--- config.mk ---
export PLATFORM = sky130hd
export DESIGN_NAME = tcw_ctrl
export DESIGN_NICKNAME = d
export VERILOG_FILES = /design/src/tcw_pkg.sv /design/src/tcw_ctrl.sv
export SDC_FILE = /design/constraint.sdc
export NUM_CORES = 1
export LEC_CHECK = 0
export BUFFER_PORTS_ARGS = -buffer_cell sky130_fd_sc_hd__clkbuf_2
export CAP_MARGIN = 25
export CORE_MARGIN = 2
export CORE_UTILIZATION = 54
export CTS_CLUSTER_DIAMETER = 200
export DETAILED_ROUTE_END_ITERATION = 7
export PLACE_DENSITY = 0.81
export SLEW_MARGIN = 15
export SYNTH_ARGS = -nofsm -noshare
export SYNTH_HDL_FRONTEND = slang
export SYNTH_SLANG_ARGS = --single-unit
--- constraint.sdc ---
create_clock -name i_clk -period 2.6 [get_ports i_clk]
set_input_delay 0.13 -clock i_clk [delete_from_list [all_inputs] [get_ports i_clk]]
set_output_delay 0.13 -clock i_clk [all_outputs]
set_load 0.02 [all_outputs]
--- src/tcw_pkg.sv ---
// ----------------------------------------------------------------------------
// tcw_pkg: shared types and constants of the text console writer
// Item and result payloads, operation and character codes, sequencer states.
// ----------------------------------------------------------------------------
package tcw_pkg;

    typedef struct packed {
        logic [2:0] op;
        logic [7:0] ch;
        logic [7:0] attr;
        logic [6:0] col;
        logic [4:0] row;
    } t_in_item;

    typedef struct packed {
        logic [10:0] cursor_pos;
        logic [7:0]  cell_char;
        logic [7:0]  cell_attr;
        logic        scrolled;
    } t_out_item;

    typedef struct packed {
        logic chr;
        logic atr;
    } t_mem_we;

    typedef enum logic [2:0] {
        S_INIT,
        S_IDLE,
        S_PUT,
        S_SCROLL,
        S_FILL,
        S_READ,
        S_DONE
    } t_state;

    localparam logic [2:0] OP_PUT        = 3'd0;
    localparam logic [2:0] OP_PUT_ATTR   = 3'd1;
    localparam logic [2:0] OP_CLEAR      = 3'd2;
    localparam logic [2:0] OP_RECOLOR    = 3'd3;
    localparam logic [2:0] OP_SET_CURSOR = 3'd4;
    localparam logic [2:0] OP_READ_CELL  = 3'd5;

    localparam logic [7:0] CH_TAB     = 8'd9;
    localparam logic [7:0] CH_NEWLINE = 8'd10;
    localparam logic [7:0] CH_RETURN  = 8'd13;
    localparam logic [7:0] CH_SPACE   = 8'd32;

    localparam logic [7:0] RESET_ATTR = 8'h07;
    localparam int         TAB_STOP   = 4;
    localparam int         TAB_BITS   = $clog2(TAB_STOP);

    localparam int         APB_AW           = 3;
    localparam logic       CFG_DEFAULT_ATTR = 1'b0;

endpackage

--- src/tcw_ctrl.sv ---
// ----------------------------------------------------------------------------
// tcw_ctrl: operation sequencer and cursor of the text console writer
// Decodes one operation, drives the screen memory sweeps and forms the result.
// ----------------------------------------------------------------------------
module tcw_ctrl
    import tcw_pkg::*;
#(
    parameter int COLUMNS = 80,
    parameter int ROWS    = 25,
    parameter int AW      = 11
) (
    input  logic          i_clk,
    input  logic          i_rst_n,
    input  logic          i_in_valid,
    output logic          o_in_stall,
    input  t_in_item      i_in_data,
    input  logic [7:0]    i_default_attr,
    input  logic          i_res_free,
    output logic          o_res_valid,
    output t_out_item     o_res,
    output t_mem_we       o_mem_we,
    output logic [AW-1:0] o_waddr,
    output logic [7:0]    o_wchar,
    output logic [7:0]    o_wattr,
    output logic [AW-1:0] o_raddr,
    input  logic [7:0]    i_rchar,
    input  logic [7:0]    i_rattr
);

    localparam int CELLS = COLUMNS * ROWS;
    localparam int CW    = $clog2(COLUMNS);
    localparam int RW    = $clog2(ROWS);

    localparam logic [AW-1:0] LAST_CELL  = AW'(CELLS - 1);
    localparam logic [AW-1:0] LAST_COPY  = AW'(CELLS - COLUMNS);
    localparam logic [AW-1:0] ROW_STRIDE = AW'(COLUMNS);
    localparam logic [CW-1:0] COL_LAST   = CW'(COLUMNS - 1);
    localparam logic [RW-1:0] ROW_LAST   = RW'(ROWS - 1);

    t_state        r_state, n_state;
    logic [CW-1:0] r_col, n_col;
    logic [RW-1:0] r_row, n_row;
    logic [AW-1:0] r_idx, n_idx;
    logic [7:0]    r_ch, n_ch;
    logic [7:0]    r_attr, n_attr;
    logic          r_with_attr, n_with_attr;
    logic          r_tab, n_tab;
    logic          r_fill_chr, n_fill_chr;
    logic [7:0]    r_fill_attr, n_fill_attr;
    logic          r_scrolled, n_scrolled;
    logic [7:0]    r_rc, n_rc;
    logic [7:0]    r_ra, n_ra;

    logic [CW-1:0] clamp_col;
    logic [RW-1:0] clamp_row;
    logic [AW-1:0] cur_addr;
    logic [AW-1:0] sel_addr;
    logic          col_last;
    logic          row_last;
    logic          tab_stop;
    logic          accept;
    logic          is_put;

    assign clamp_col = (int'(i_in_data.col) > COLUMNS - 1) ? COL_LAST : CW'(i_in_data.col);
    assign clamp_row = (int'(i_in_data.row) > ROWS - 1) ? ROW_LAST : RW'(i_in_data.row);
    assign cur_addr  = AW'(r_row) * ROW_STRIDE + AW'(r_col);
    assign sel_addr  = AW'(clamp_row) * ROW_STRIDE + AW'(clamp_col);
    assign col_last  = (r_col == COL_LAST);
    assign row_last  = (r_row == ROW_LAST);
    assign tab_stop  = (r_col[TAB_BITS-1:0] == {TAB_BITS{1'b1}});
    assign accept    = i_in_valid && (r_state == S_IDLE);
    assign is_put    = (i_in_data.op == OP_PUT) || (i_in_data.op == OP_PUT_ATTR);

    always_comb begin
        n_state = r_state;
        case (r_state)
            S_INIT: begin
                if (r_idx == LAST_CELL) begin
                    n_state = S_IDLE;
                end
            end
            S_IDLE: begin
                if (i_in_valid) begin
                    if (is_put) begin
                        if (i_in_data.ch == CH_NEWLINE) begin
                            n_state = row_last ? S_SCROLL : S_DONE;
                        end else if (i_in_data.ch == CH_RETURN) begin
                            n_state = S_DONE;
                        end else begin
                            n_state = S_PUT;
                        end
                    end else if (i_in_data.op == OP_CLEAR || i_in_data.op == OP_RECOLOR) begin
                        n_state = S_FILL;
                    end else if (i_in_data.op == OP_READ_CELL) begin
                        n_state = S_READ;
                    end else begin
                        n_state = S_DONE;
                    end
                end
            end
            S_PUT: begin
                if (col_last) begin
                    n_state = row_last ? S_SCROLL : S_DONE;
                end else if (r_tab && !tab_stop) begin
                    n_state = S_PUT;
                end else begin
                    n_state = S_DONE;
                end
            end
            S_SCROLL: begin
                if (r_idx == LAST_COPY) begin
                    n_state = S_FILL;
                end
            end
            S_FILL: begin
                if (r_idx == LAST_CELL) begin
                    n_state = S_DONE;
                end
            end
            S_READ: begin
                n_state = S_DONE;
            end
            S_DONE: begin
                if (i_res_free) begin
                    n_state = S_IDLE;
                end
            end
            default: begin
                n_state = S_IDLE;
            end
        endcase
    end

    always_comb begin
        n_col       = r_col;
        n_row       = r_row;
        n_idx       = r_idx;
        n_ch        = r_ch;
        n_attr      = r_attr;
        n_with_attr = r_with_attr;
        n_tab       = r_tab;
        n_fill_chr  = r_fill_chr;
        n_fill_attr = r_fill_attr;
        n_scrolled  = r_scrolled;
        n_rc        = r_rc;
        n_ra        = r_ra;
        o_mem_we    = '0;
        o_waddr     = r_idx;
        o_wchar     = '0;
        o_wattr     = r_fill_attr;
        o_raddr     = sel_addr;
        case (r_state)
            S_INIT: begin
                o_mem_we = '{chr: 1'b1, atr: 1'b1};
                o_wattr  = RESET_ATTR;
                n_idx    = (r_idx == LAST_CELL) ? '0 : r_idx + AW'(1);
            end
            S_IDLE: begin
                if (accept) begin
                    n_scrolled  = 1'b0;
                    n_rc        = '0;
                    n_ra        = '0;
                    n_with_attr = (i_in_data.op == OP_PUT_ATTR);
                    n_attr      = i_in_data.attr;
                    n_tab       = (i_in_data.ch == CH_TAB);
                    n_ch        = (i_in_data.ch == CH_TAB) ? CH_SPACE : i_in_data.ch;
                    n_idx       = '0;
                    n_fill_chr  = 1'b1;
                    n_fill_attr = i_default_attr;
                    case (i_in_data.op)
                        OP_PUT, OP_PUT_ATTR: begin
                            if (i_in_data.ch == CH_NEWLINE) begin
                                n_col = '0;
                                if (row_last) begin
                                    n_scrolled = 1'b1;
                                end else begin
                                    n_row = r_row + RW'(1);
                                end
                            end else if (i_in_data.ch == CH_RETURN) begin
                                n_col = '0;
                            end
                        end
                        OP_CLEAR: begin
                            n_col = '0;
                            n_row = '0;
                        end
                        OP_RECOLOR: begin
                            n_fill_chr  = 1'b0;
                            n_fill_attr = i_in_data.attr;
                        end
                        OP_SET_CURSOR: begin
                            n_col = clamp_col;
                            n_row = clamp_row;
                        end
                        default: begin
                        end
                    endcase
                end
            end
            S_PUT: begin
                o_mem_we = '{chr: 1'b1, atr: r_with_attr};
                o_waddr  = cur_addr;
                o_wchar  = r_ch;
                o_wattr  = r_attr;
                if (col_last) begin
                    n_col = '0;
                    if (row_last) begin
                        n_scrolled  = 1'b1;
                        n_idx       = '0;
                        n_fill_chr  = 1'b1;
                        n_fill_attr = i_default_attr;
                    end else begin
                        n_row = r_row + RW'(1);
                    end
                end else begin
                    n_col = r_col + CW'(1);
                end
            end
            S_SCROLL: begin
                o_raddr  = (r_idx == LAST_COPY) ? '0 : r_idx + ROW_STRIDE;
                o_mem_we = '{chr: (r_idx != '0), atr: (r_idx != '0)};
                o_waddr  = r_idx - AW'(1);
                o_wchar  = i_rchar;
                o_wattr  = i_rattr;
                if (r_idx != LAST_COPY) begin
                    n_idx = r_idx + AW'(1);
                end
            end
            S_FILL: begin
                o_mem_we = '{chr: r_fill_chr, atr: 1'b1};
                if (r_idx != LAST_CELL) begin
                    n_idx = r_idx + AW'(1);
                end
            end
            S_READ: begin
                n_rc = i_rchar;
                n_ra = i_rattr;
            end
            default: begin
            end
        endcase
    end

    always_ff @(posedge i_clk) begin
        if (!i_rst_n) begin
            r_state <= S_INIT;
            r_col   <= '0;
            r_row   <= '0;
            r_idx   <= '0;
        end else begin
            r_state <= n_state;
            r_col   <= n_col;
            r_row   <= n_row;
            r_idx   <= n_idx;
        end
    end

    always_ff @(posedge i_clk) begin
        r_ch        <= n_ch;
        r_attr      <= n_attr;
        r_with_attr <= n_with_attr;
        r_tab       <= n_tab;
        r_fill_chr  <= n_fill_chr;
        r_fill_attr <= n_fill_attr;
        r_scrolled  <= n_scrolled;
        r_rc        <= n_rc;
        r_ra        <= n_ra;
    end

    assign o_in_stall  = (r_state != S_IDLE);
    assign o_res_valid = (r_state == S_DONE);
    assign o_res       = '{cursor_pos: 11'(cur_addr), cell_char: r_rc,
                           cell_attr: r_ra, scrolled: r_scrolled};

endmodule

== Word level (Yosys, flattened, before mapping) ==
Cells that the tools add are included.
Widths: inputs -> output; s select.

* Add/subtract/negate cells: 7
* $mul: 2
* Div/mod/pow operators: 0
* $lt $le $gt $ge: 2
* Equal/unequal tests: 35
* Shifts and indexed selects: 0
* Multiplexer cells: 59
* Bitwise operators: 0
* Reduce and logical (&&, ||, !) cells: 19

{| class="wikitable"
|+ Operators with widths
! cell !! number
|-
| $mux 11 || 8
|-
| $pmux 8 s2 || 4
|-
| $pmux 11 s5 || 1
|-
| $mux 8 || 5
|-
| $mux 7 || 5
|-
| $mux 3 || 11
|-
| $mux 5 || 5
|-
| $eq 8x4->1 const B || 3
|-
| $pmux 8 s3 || 1
|-
| $add 11x7->11 || 2
|-
| $eq 11x11->1 const B || 2
|-
| $ne 11x11->1 const B || 2
|-
| $pmux 11 s2 || 1
|-
| $pmux 3 s7 || 1
|-
| $pmux 7 s3 || 1
|-
| $ne 2x2->1 const B || 10
|-
| $eq 3x3->1 const B || 5
|-
| $pmux 5 s3 || 1
|-
| $mul 5x3->7 const B || 2
|-
| $pmux 7 s2 || 1
|-
| $eq 3x2->1 const B || 4
|-
| $add 11x1->11 const B || 1
|-
| $add 11x7->11 const B || 1
|-
| $reduce_bool 11->1 || 1
|-
| 29 further kinds || 46
|}

* Register bits after elaboration: 70
* Latch bits: 0
* Memory bits (writable): 0
* ROM bits: 0
* Bits of input ports: 59
* Memories: 0

== Depth between registers and ports, before layout ==
Gate-level depths: netlist of run 1.

* Depth after elaboration: 6
* Gate-level depth with buffers: 10

== Worst setup path after synthesis of run 1 ==
Ideal clock, no wire load.

* Kind: flip-flop to output port
* Start point: register r_row[3]
* End point: output port o_waddr[10]
* Arrival time: 2571 ps
* Required time: 2470 ps
* Setup slack: -101 ps
* Stages on the path, launching flop included: 9
* Buffers on the path: 0
* Cells stage by stage: dfxtp_1 -> ha_1 -> ha_1 -> fa_1 -> xnor2_1 -> nand4b_1 -> xnor3_1 -> o32ai_1 -> a21oi_1

{| class="wikitable"
|+ RTL lines
! element !! RTL line !! source
|-
| start, declared || tcw_ctrl.sv:42 || <nowiki>logic [RW-1:0] r_row, n_row;</nowiki>
|-
| start signal, assigned || tcw_ctrl.sv:253 || <nowiki>r_row <= n_row;</nowiki>
|-
| end, declared || tcw_ctrl.sv:22 || <nowiki>output logic [AW-1:0] o_waddr,</nowiki>
|}

==> impl_metrics.csv, run 1 <==
group,metric,value,unit
run_status,status,"finished clean",
worst_setup_path,setup.worst_path.end,"o_mem_we[0]",
sta,fmax,0.388,GHz
placed_design,dp_cells,818,
logic_synthesis,yosys_warnings,0,
clock_network,cts_tree,"built",
cells_and_area,antenna_cells,0,
placed_design,globalplace.congestion,0.950,
sta,post-route-period-util,0.992,
pwr,power.density,506,nW/µm²
cells_and_area,final_common_cell,"clkbuf_2",
logic_synthesis,syn_area,5160,µm²
pwr,p_clk_frac,0.315,
cells_and_area,area_growth,25.9,%
clock_network,root_buffer,"clkbuf_8",
cells_and_area,nets,804,
drt,dr.pass1.iters,5,
worst_setup_path,r2r_cells,9,
sta,setup_viol,0,
drt,ant_nets,0,
drt,dr.first_iter.drc_count,564,
cells_and_area,instances_no_fill,849,
worst_setup_path,cp-end-kind,"output port",
sta,slew_violations,0,
worst_setup_path,reg2reg_from,"r_row[1]",
worst_setup_path,cpLargestDelayFamily,"simple AND/OR/NAND/NOR gates",
worst_setup_path,slowest_delay,0.46,ns
drt,avgRoutedWirePerCell,18.0,µm
sta,fin_skew,0.00787,ns
placed_design,dp_slack,-0.0129,ns
worst_setup_path,cp-startpoint,"r_idx[7]",
worst_setup_path,required,2.47,ns
drt,routed_wl,15200,µm
worst_setup_path,critPathKind,"reg -> out",
cells_and_area,nFillCells,700,
worst_setup_path,r2r_slack,0.16,ns
grt,grt_first_pass_wirelength,24100,µm
pwr,vdd_ir_drop_max,0.330,mV
clock_network,clock_sinks,70,
sta,max_slew_margin,0.504,
grt,grt_pass1_vias,4869,
clock_network,clk_pin_slew_worst_paths,0.08,ns
pwr,power.internal,2180,µW
logic_synthesis,syn_inst,573,
floorplan,die_y,102,µm
cells_and_area,seqCellArea,1850,µm²
floorplan,die_area,10400,µm²
clock_network,clk_path_buf_depth,2,
sta,rsz0062_at_grt,"yes",
cells_and_area,final_cell_mix,"clkbuf_2 (124), nand2_1 (54), edfxtp_1 (44)",
hold_path,hp-class,"in -> reg",
grt,grtUsageTotal,0.301,
pwr,combPwrFrac,0.298,
worst_setup_path,path_max_fanout,12,
clock_network,clk_latency,0.35,ns
worst_setup_path,startpoint_type,"flop",
logic_synthesis,ys_seq_area_frac,0.357,
clock_network,cts_max_level,3,
logic_synthesis,synthArstFlopShare,0,
logic_synthesis,postSynthAreaPerCell,9.00,µm²
cells_and_area,layout-drive-gt1-share,0.326,
logic_synthesis,yosys.area_share.simple,0.219,
worst_setup_path,critical_path_depth,6,
logic_synthesis,synth.distinct_cells,72,
logic_synthesis,synthFlopType,"edfxtp_1",
logic_synthesis,synth_compound_area_frac,0.195,
worst_setup_path,cp_slowest_cell,"dfxtp_1",
worst_setup_path,cp.arrival,2.45,ns
logic_synthesis,synth_top_family_by_area,"simple AND/OR/NAND/NOR gates",
pwr,swShare,0.337,
sta,layout_min_cycle_time,2.58,ns
grt,gr-total-overflow,0,
logic_synthesis,ys_ff_latch,70,
cells_and_area,final_util,0.703,
logic_synthesis,syn_nets,662,
logic_synthesis,muxShareOfSynthArea,0.0524,
placed_design,hpwl,11200,µm
placed_design,portBuffers,128,
clock_network,cts-buffers-inserted,9,
floorplan,core,9240,µm²
logic_synthesis,synthAdderAreaFrac,0.0805,
logic_synthesis,synth-edff-count,44,
pwr,p_leak,0.00286,µW
floorplan,die_w,102,µm
sta,worst_pin_slew,0.743,ns
floorplan,row_count,35,
worst_setup_path,r2r-end,"r_idx[9]",
cells_and_area,multi_input_area,3110,µm²
worst_setup_path,crit_path_frequent_cell,"o21ai_0",
logic_synthesis,synth-xor-area-share,0.0410,
floorplan,io_pins,129,
pwr,pwr-share-seq,0.387,
floorplan,start_util,0.558,
sta,hold_violations,0,
sta,fin_ws,0.0215,ns
grt,antenna_found_initial,0,
grt,grt_max_degree,24,
job,drv_cap,0,
pwr,switchingPower,1110,µW
drt,vias,5161,
drt,drc,0,
worst_setup_path,crit_buf_inv,1,
worst_setup_path,path_cells,"or3_1 -> or2_2 -> o21ai_0 -> o21ai_0 -> a21o_1 -> clkbuf_2",
drt,vias_per_cell,6.08,
[sequential cells by signal, summed over array words and instances, names as in the netlist, 3 cells and up]
signal	count
r_row	5
r_ra	8
r_fill_attr	8
r_attr	8
r_rc	8
r_ch	8
r_idx	11
r_state	3
r_col	7
[metal layers]
layer  global-route usage  vias to the layer above  part of all wire
li1                     -                     2398                 -
met1                0.399                     2378              0.38
met2                0.491                      325              0.48
met3               0.0421                       60             0.097
met4                0.135                        0             0.040
met5                    0                        -                 0
[cell type report]
cell class              instances  share of cell area
multi-input cells             436               0.479
flip-flops and latches         70               0.285
repair buffers                178               0.164
well taps                     129              0.0249
clock buffers                   9              0.0191
clock inverters                 7              0.0160
inverters                      20              0.0116
[cells by family after synthesis]
logic type	count (synthesis)
xor+xnor	21
fa+ha+maj	31
mux	26
simple gates	205
compound gates	153
buf+inv	67
flops	70
[stage by stage]
step,setup TNS [ns],total power [µW],instance area [µm²],hold slack [ns]
after floorplan,0,1890,5160,0.229
after global placement,0,2170,6030,0.321
after detailed placement,-0.0129,2200,6030,0.325
after CTS,-0.123,3260,6420,0.00446
after global routing,-0.0791,3410,6490,0.0230
final,0,3280,6490,0.0146
[worst reg2reg max path, cell delays in order (launching register included)]
cell      delay [ns]
dfxtp_2         0.34
buf_4           0.16
inv_1           0.05
ha_1            0.21
nand4b_4        0.12
or4_1           0.57
and2_4          0.24
o41ai_2         0.31
buf_4           0.26
a21oi_1         0.06
[timing repair]
action	4_1_cts	5_1_grt
hold buffers	12	0
pin swaps	3	9
cloned	0	0
hold endpoints to repair	12	0
buffers inserted	1	2
gates resized for setup	6	17
setup endpoints to repair	12	11
[power by group through the flow]
stage / sequential [µW] / combinational [µW] / clock (µW)
4_1_cts: 1270 / 943 / 1050
6_report: 1270 / 979 / 1030
2_1_floorplan: 1300 / 592 / 0
3_5_place_dp: 1290 / 904 / 0
5_1_grt: 1270 / 1060 / 1080
3_3_place_gp: 1290 / 878 / 0
[cell usage after synthesis (6+ instances only)]
master    count  share of area
nor4_1        6         0.0073
and2_1        7         0.0085
inv_1        20          0.015
xnor2_1      14          0.024
a21o_1        9          0.013
clkbuf_1     35          0.025
nand2_1      54          0.039
o21ai_0      34          0.033
a21oi_1      41          0.040
ha_1         26          0.063
mux2_2        8          0.017
nand3_1      21          0.020
or4_4         6          0.013
a21oi_2       6          0.010
and3_1       21          0.025
dfxtp_1      26           0.10
edfxtp_1     44           0.26
buf_4         6         0.0087
o31ai_1      13          0.019
mux2i_1      18          0.035
nor2_1       38          0.028
[worst min-delay path by stage]
| stage | from | endpoint | slack [ns] | cells after the start |
|---|---|---|---|---|
| floorplan | i_in_data[12] | r_attr[0] | 0.23 | 0 |
| global placement | i_in_data[16] | r_attr[4] | 0.32 | 1 |
| detailed placement | i_in_data[17] | r_attr[5] | 0.32 | 1 |
| CTS | i_in_data[22] | r_ch[2] | 0.004 | 1 |
| global route | i_in_data[22] | r_ch[2] | 0.02 | 1 |
| finish | i_in_data[22] | r_ch[2] | 0.01 | 1 |
Note: power is estimated with default switching activity, not from simulation.
==> run 2: changes to the inputs <==
--- a/config.mk
+++ b/config.mk
@@ -12,6 +12,7 @@
 export CTS_CLUSTER_DIAMETER = 200
 export DETAILED_ROUTE_END_ITERATION = 7
 export PLACE_DENSITY = 0.81
+export REMOVE_ABC_BUFFERS = 1
 export SLEW_MARGIN = 15
 export SYNTH_ARGS = -nofsm -noshare
 export SYNTH_HDL_FRONTEND = slang
==> run 2 against run 1 <==
Effect of this change:
- the flow now finishes with violations (DRC, setup timing)
- routed wire length fell by 0.97%
- critical endpoint is now o_waddr[10]
- total power fell by 6.8%
- global-route usage fell by 0.39 points
- die area did not move
- count of clock-buffer cells in the layout did not move
- register-to-register slack barely moved
- maximum frequency fell by 1.2%
- sequential power barely moved
- sequential share of layout area barely moved
- critical path depth rose by 3
==> impl_metrics.csv, run 2 (synthesis gave the netlist of run 1 again) <==
group,metric,value,unit
cells_and_area,nets,809,
run_status,status,"complete, but fails checks",
drt,dr.pass1.iters,7,
pwr,swShare,0.352,
drt,dr.first_iter.drc_count,380,
floorplan,die_w,102,µm
floorplan,start_util,0.558,
sta,holdWs,0.0616,ns
pwr,vdd_ir_drop_max,0.313,mV
sta,fin_ws,-0.0105,ns
floorplan,die_area,10400,µm²
hold_path,hp-class,"in -> reg",
clock_network,cts_tree,"built",
cells_and_area,top_register,"r_idx",
worst_setup_path,path_max_fanout,2,
sta,worst_pin_slew,0.733,ns
worst_setup_path,cp-end-kind,"output port",
clock_network,clock_sinks,70,
sta,rsz0062_at_grt,"yes",
worst_setup_path,startpoint_type,"flop",
floorplan,die_y,102,µm
worst_setup_path,crit_path_frequent_cell,"ha_4",
cells_and_area,antenna_cells,0,
drt,drc,2,
cells_and_area,final_common_cell,"clkbuf_2",
run_status,violations,"DRC, setup timing",
floorplan,io_pins,129,
placed_design,dp_slack,0.0209,ns
pwr,power.density,471,nW/µm²
grt,gr-total-overflow,0,
worst_setup_path,cp.arrival,2.48,ns
drt,vias,5001,
pwr,switchingPower,1080,µW
grt,grt_pass1_vias,4765,
worst_setup_path,path_cells,"ha_4 -> ha_4 -> fa_2 -> xnor2_2 -> nand4b_1 -> xnor3_2 -> o32ai_2 -> a21oi_1 -> buf_4",
worst_setup_path,cp_slowest_cell,"fa_2",
grt,grt_max_degree,24,
sta,max_slew_margin,0.511,
worst_setup_path,required,2.47,ns
worst_setup_path,slowest_delay,0.37,ns
job,drv_cap,0,
grt,grtUsageTotal,0.297,
pwr,p_clk_frac,0.267,
drt,vias_per_cell,5.86,
cells_and_area,final_cell_mix,"clkbuf_2 (126), nand2_1 (53), edfxtp_1 (44)",
worst_setup_path,cpLargestDelayFamily,"adder cells",
worst_setup_path,critPathKind,"reg -> out",
clock_network,clk_path_buf_depth,2,
clock_network,clk_latency,0.36,ns
cells_and_area,layout-drive-gt1-share,0.327,
drt,ant_nets,0,
sta,setup_viol,1,
grt,antenna_found_initial,0,
cells_and_area,final_util,0.703,
sta,layout_min_cycle_time,2.61,ns
clock_network,cts_max_level,3,
cells_and_area,area_growth,26.0,%
cells_and_area,largest_reg_flops,11,
sta,slew_violations,0,
sta,fmax,0.383,GHz
pwr,power.internal,1980,µW
worst_setup_path,crit_buf_inv,1,
drt,routed_wl,15100,µm
placed_design,hpwl,11400,µm
placed_design,globalplace.congestion,0.999,
pwr,pwr-share-seq,0.416,
clock_network,cts-buffers-inserted,9,
floorplan,core,9240,µm²
placed_design,portBuffers,128,
sta,fin_skew,0.0119,ns
drt,avgRoutedWirePerCell,17.7,µm
clock_network,clk_pin_slew_worst_paths,0.08,ns
clock_network,root_buffer,"clkbuf_8",
floorplan,row_count,35,
sta,post-route-period-util,1.00,
grt,grt_first_pass_wirelength,23700,µm
pwr,p_leak,0.00286,µW
sta,hold_violations,0,
pwr,combPwrFrac,0.318,
[run 2: final cells by class]
cell class / instances / area (µm²)
Clock buffer: 9 / 124
Sequential cell: 70 / 1850
Tap cell: 129 / 161
Timing Repair Buffer: 183 / 1100
Inverter: 20 / 75.1
Fill cell: 708 / 2740
Clock inverter: 7 / 55.1
Multi-Input combinational cell: 436 / 3130
[run 2: layer usage]
metal | global-route usage | up-vias | part of all wire
met3 | 0.0663 | 38 | 0.085
met5 | 0 | - | 0
met1 | 0.396 | 2312 | 0.40
met4 | 0.127 | 0 | 0.029
met2 | 0.466 | 250 | 0.49
li1 | - | 2401 | -
[run 2: final timing paths]
| check | startpoint | end | slack (ns) | cells after the start |
|---|---|---|---|---|
| setup / recovery | r_row[3] | o_waddr[10] | -0.01 | 9 |
| hold / removal | i_in_data[25] | r_ch[5] | 0.06 | 2 |
| setup reg to reg | r_row[1] | r_idx[4] | 0.15 | 9 |
| hold reg to reg | r_row[0] | r_row[0] | 0.54 | 2 |
[run 2: what timing repair did]
item	4_1_cts	5_1_grt
hold buffers	13	0
pin swaps	6	4
setup buffers	1	0
endpoints found under the setup margin	12	15
resized for setup	13	12
endpoints found under the hold margin	13	0
[run 2: power by group through the flow]
stage,Combinational [µW],Clock [µW],Sequential (µW)
6_report,971,816,1270
5_1_grt,1050,881,1280
3_3_place_gp,891,0,1290
3_5_place_dp,909,0,1290
4_1_cts,941,829,1270
2_1_floorplan,521,0,1340
[run 2: stage by stage]
step | TNS (ns) | power, µW | instance area (µm²) | std cells
floorplan | -15.49 | 1860 | 4950 | 526
global placement | 0 | 2180 | 6070 | 824
detailed placement | 0 | 2200 | 6070 | 824
CTS | -0.0554 | 3040 | 6450 | 854
global route | -0.107 | 3210 | 6500 | 854
finish | -0.0105 | 3060 | 6500 | 854
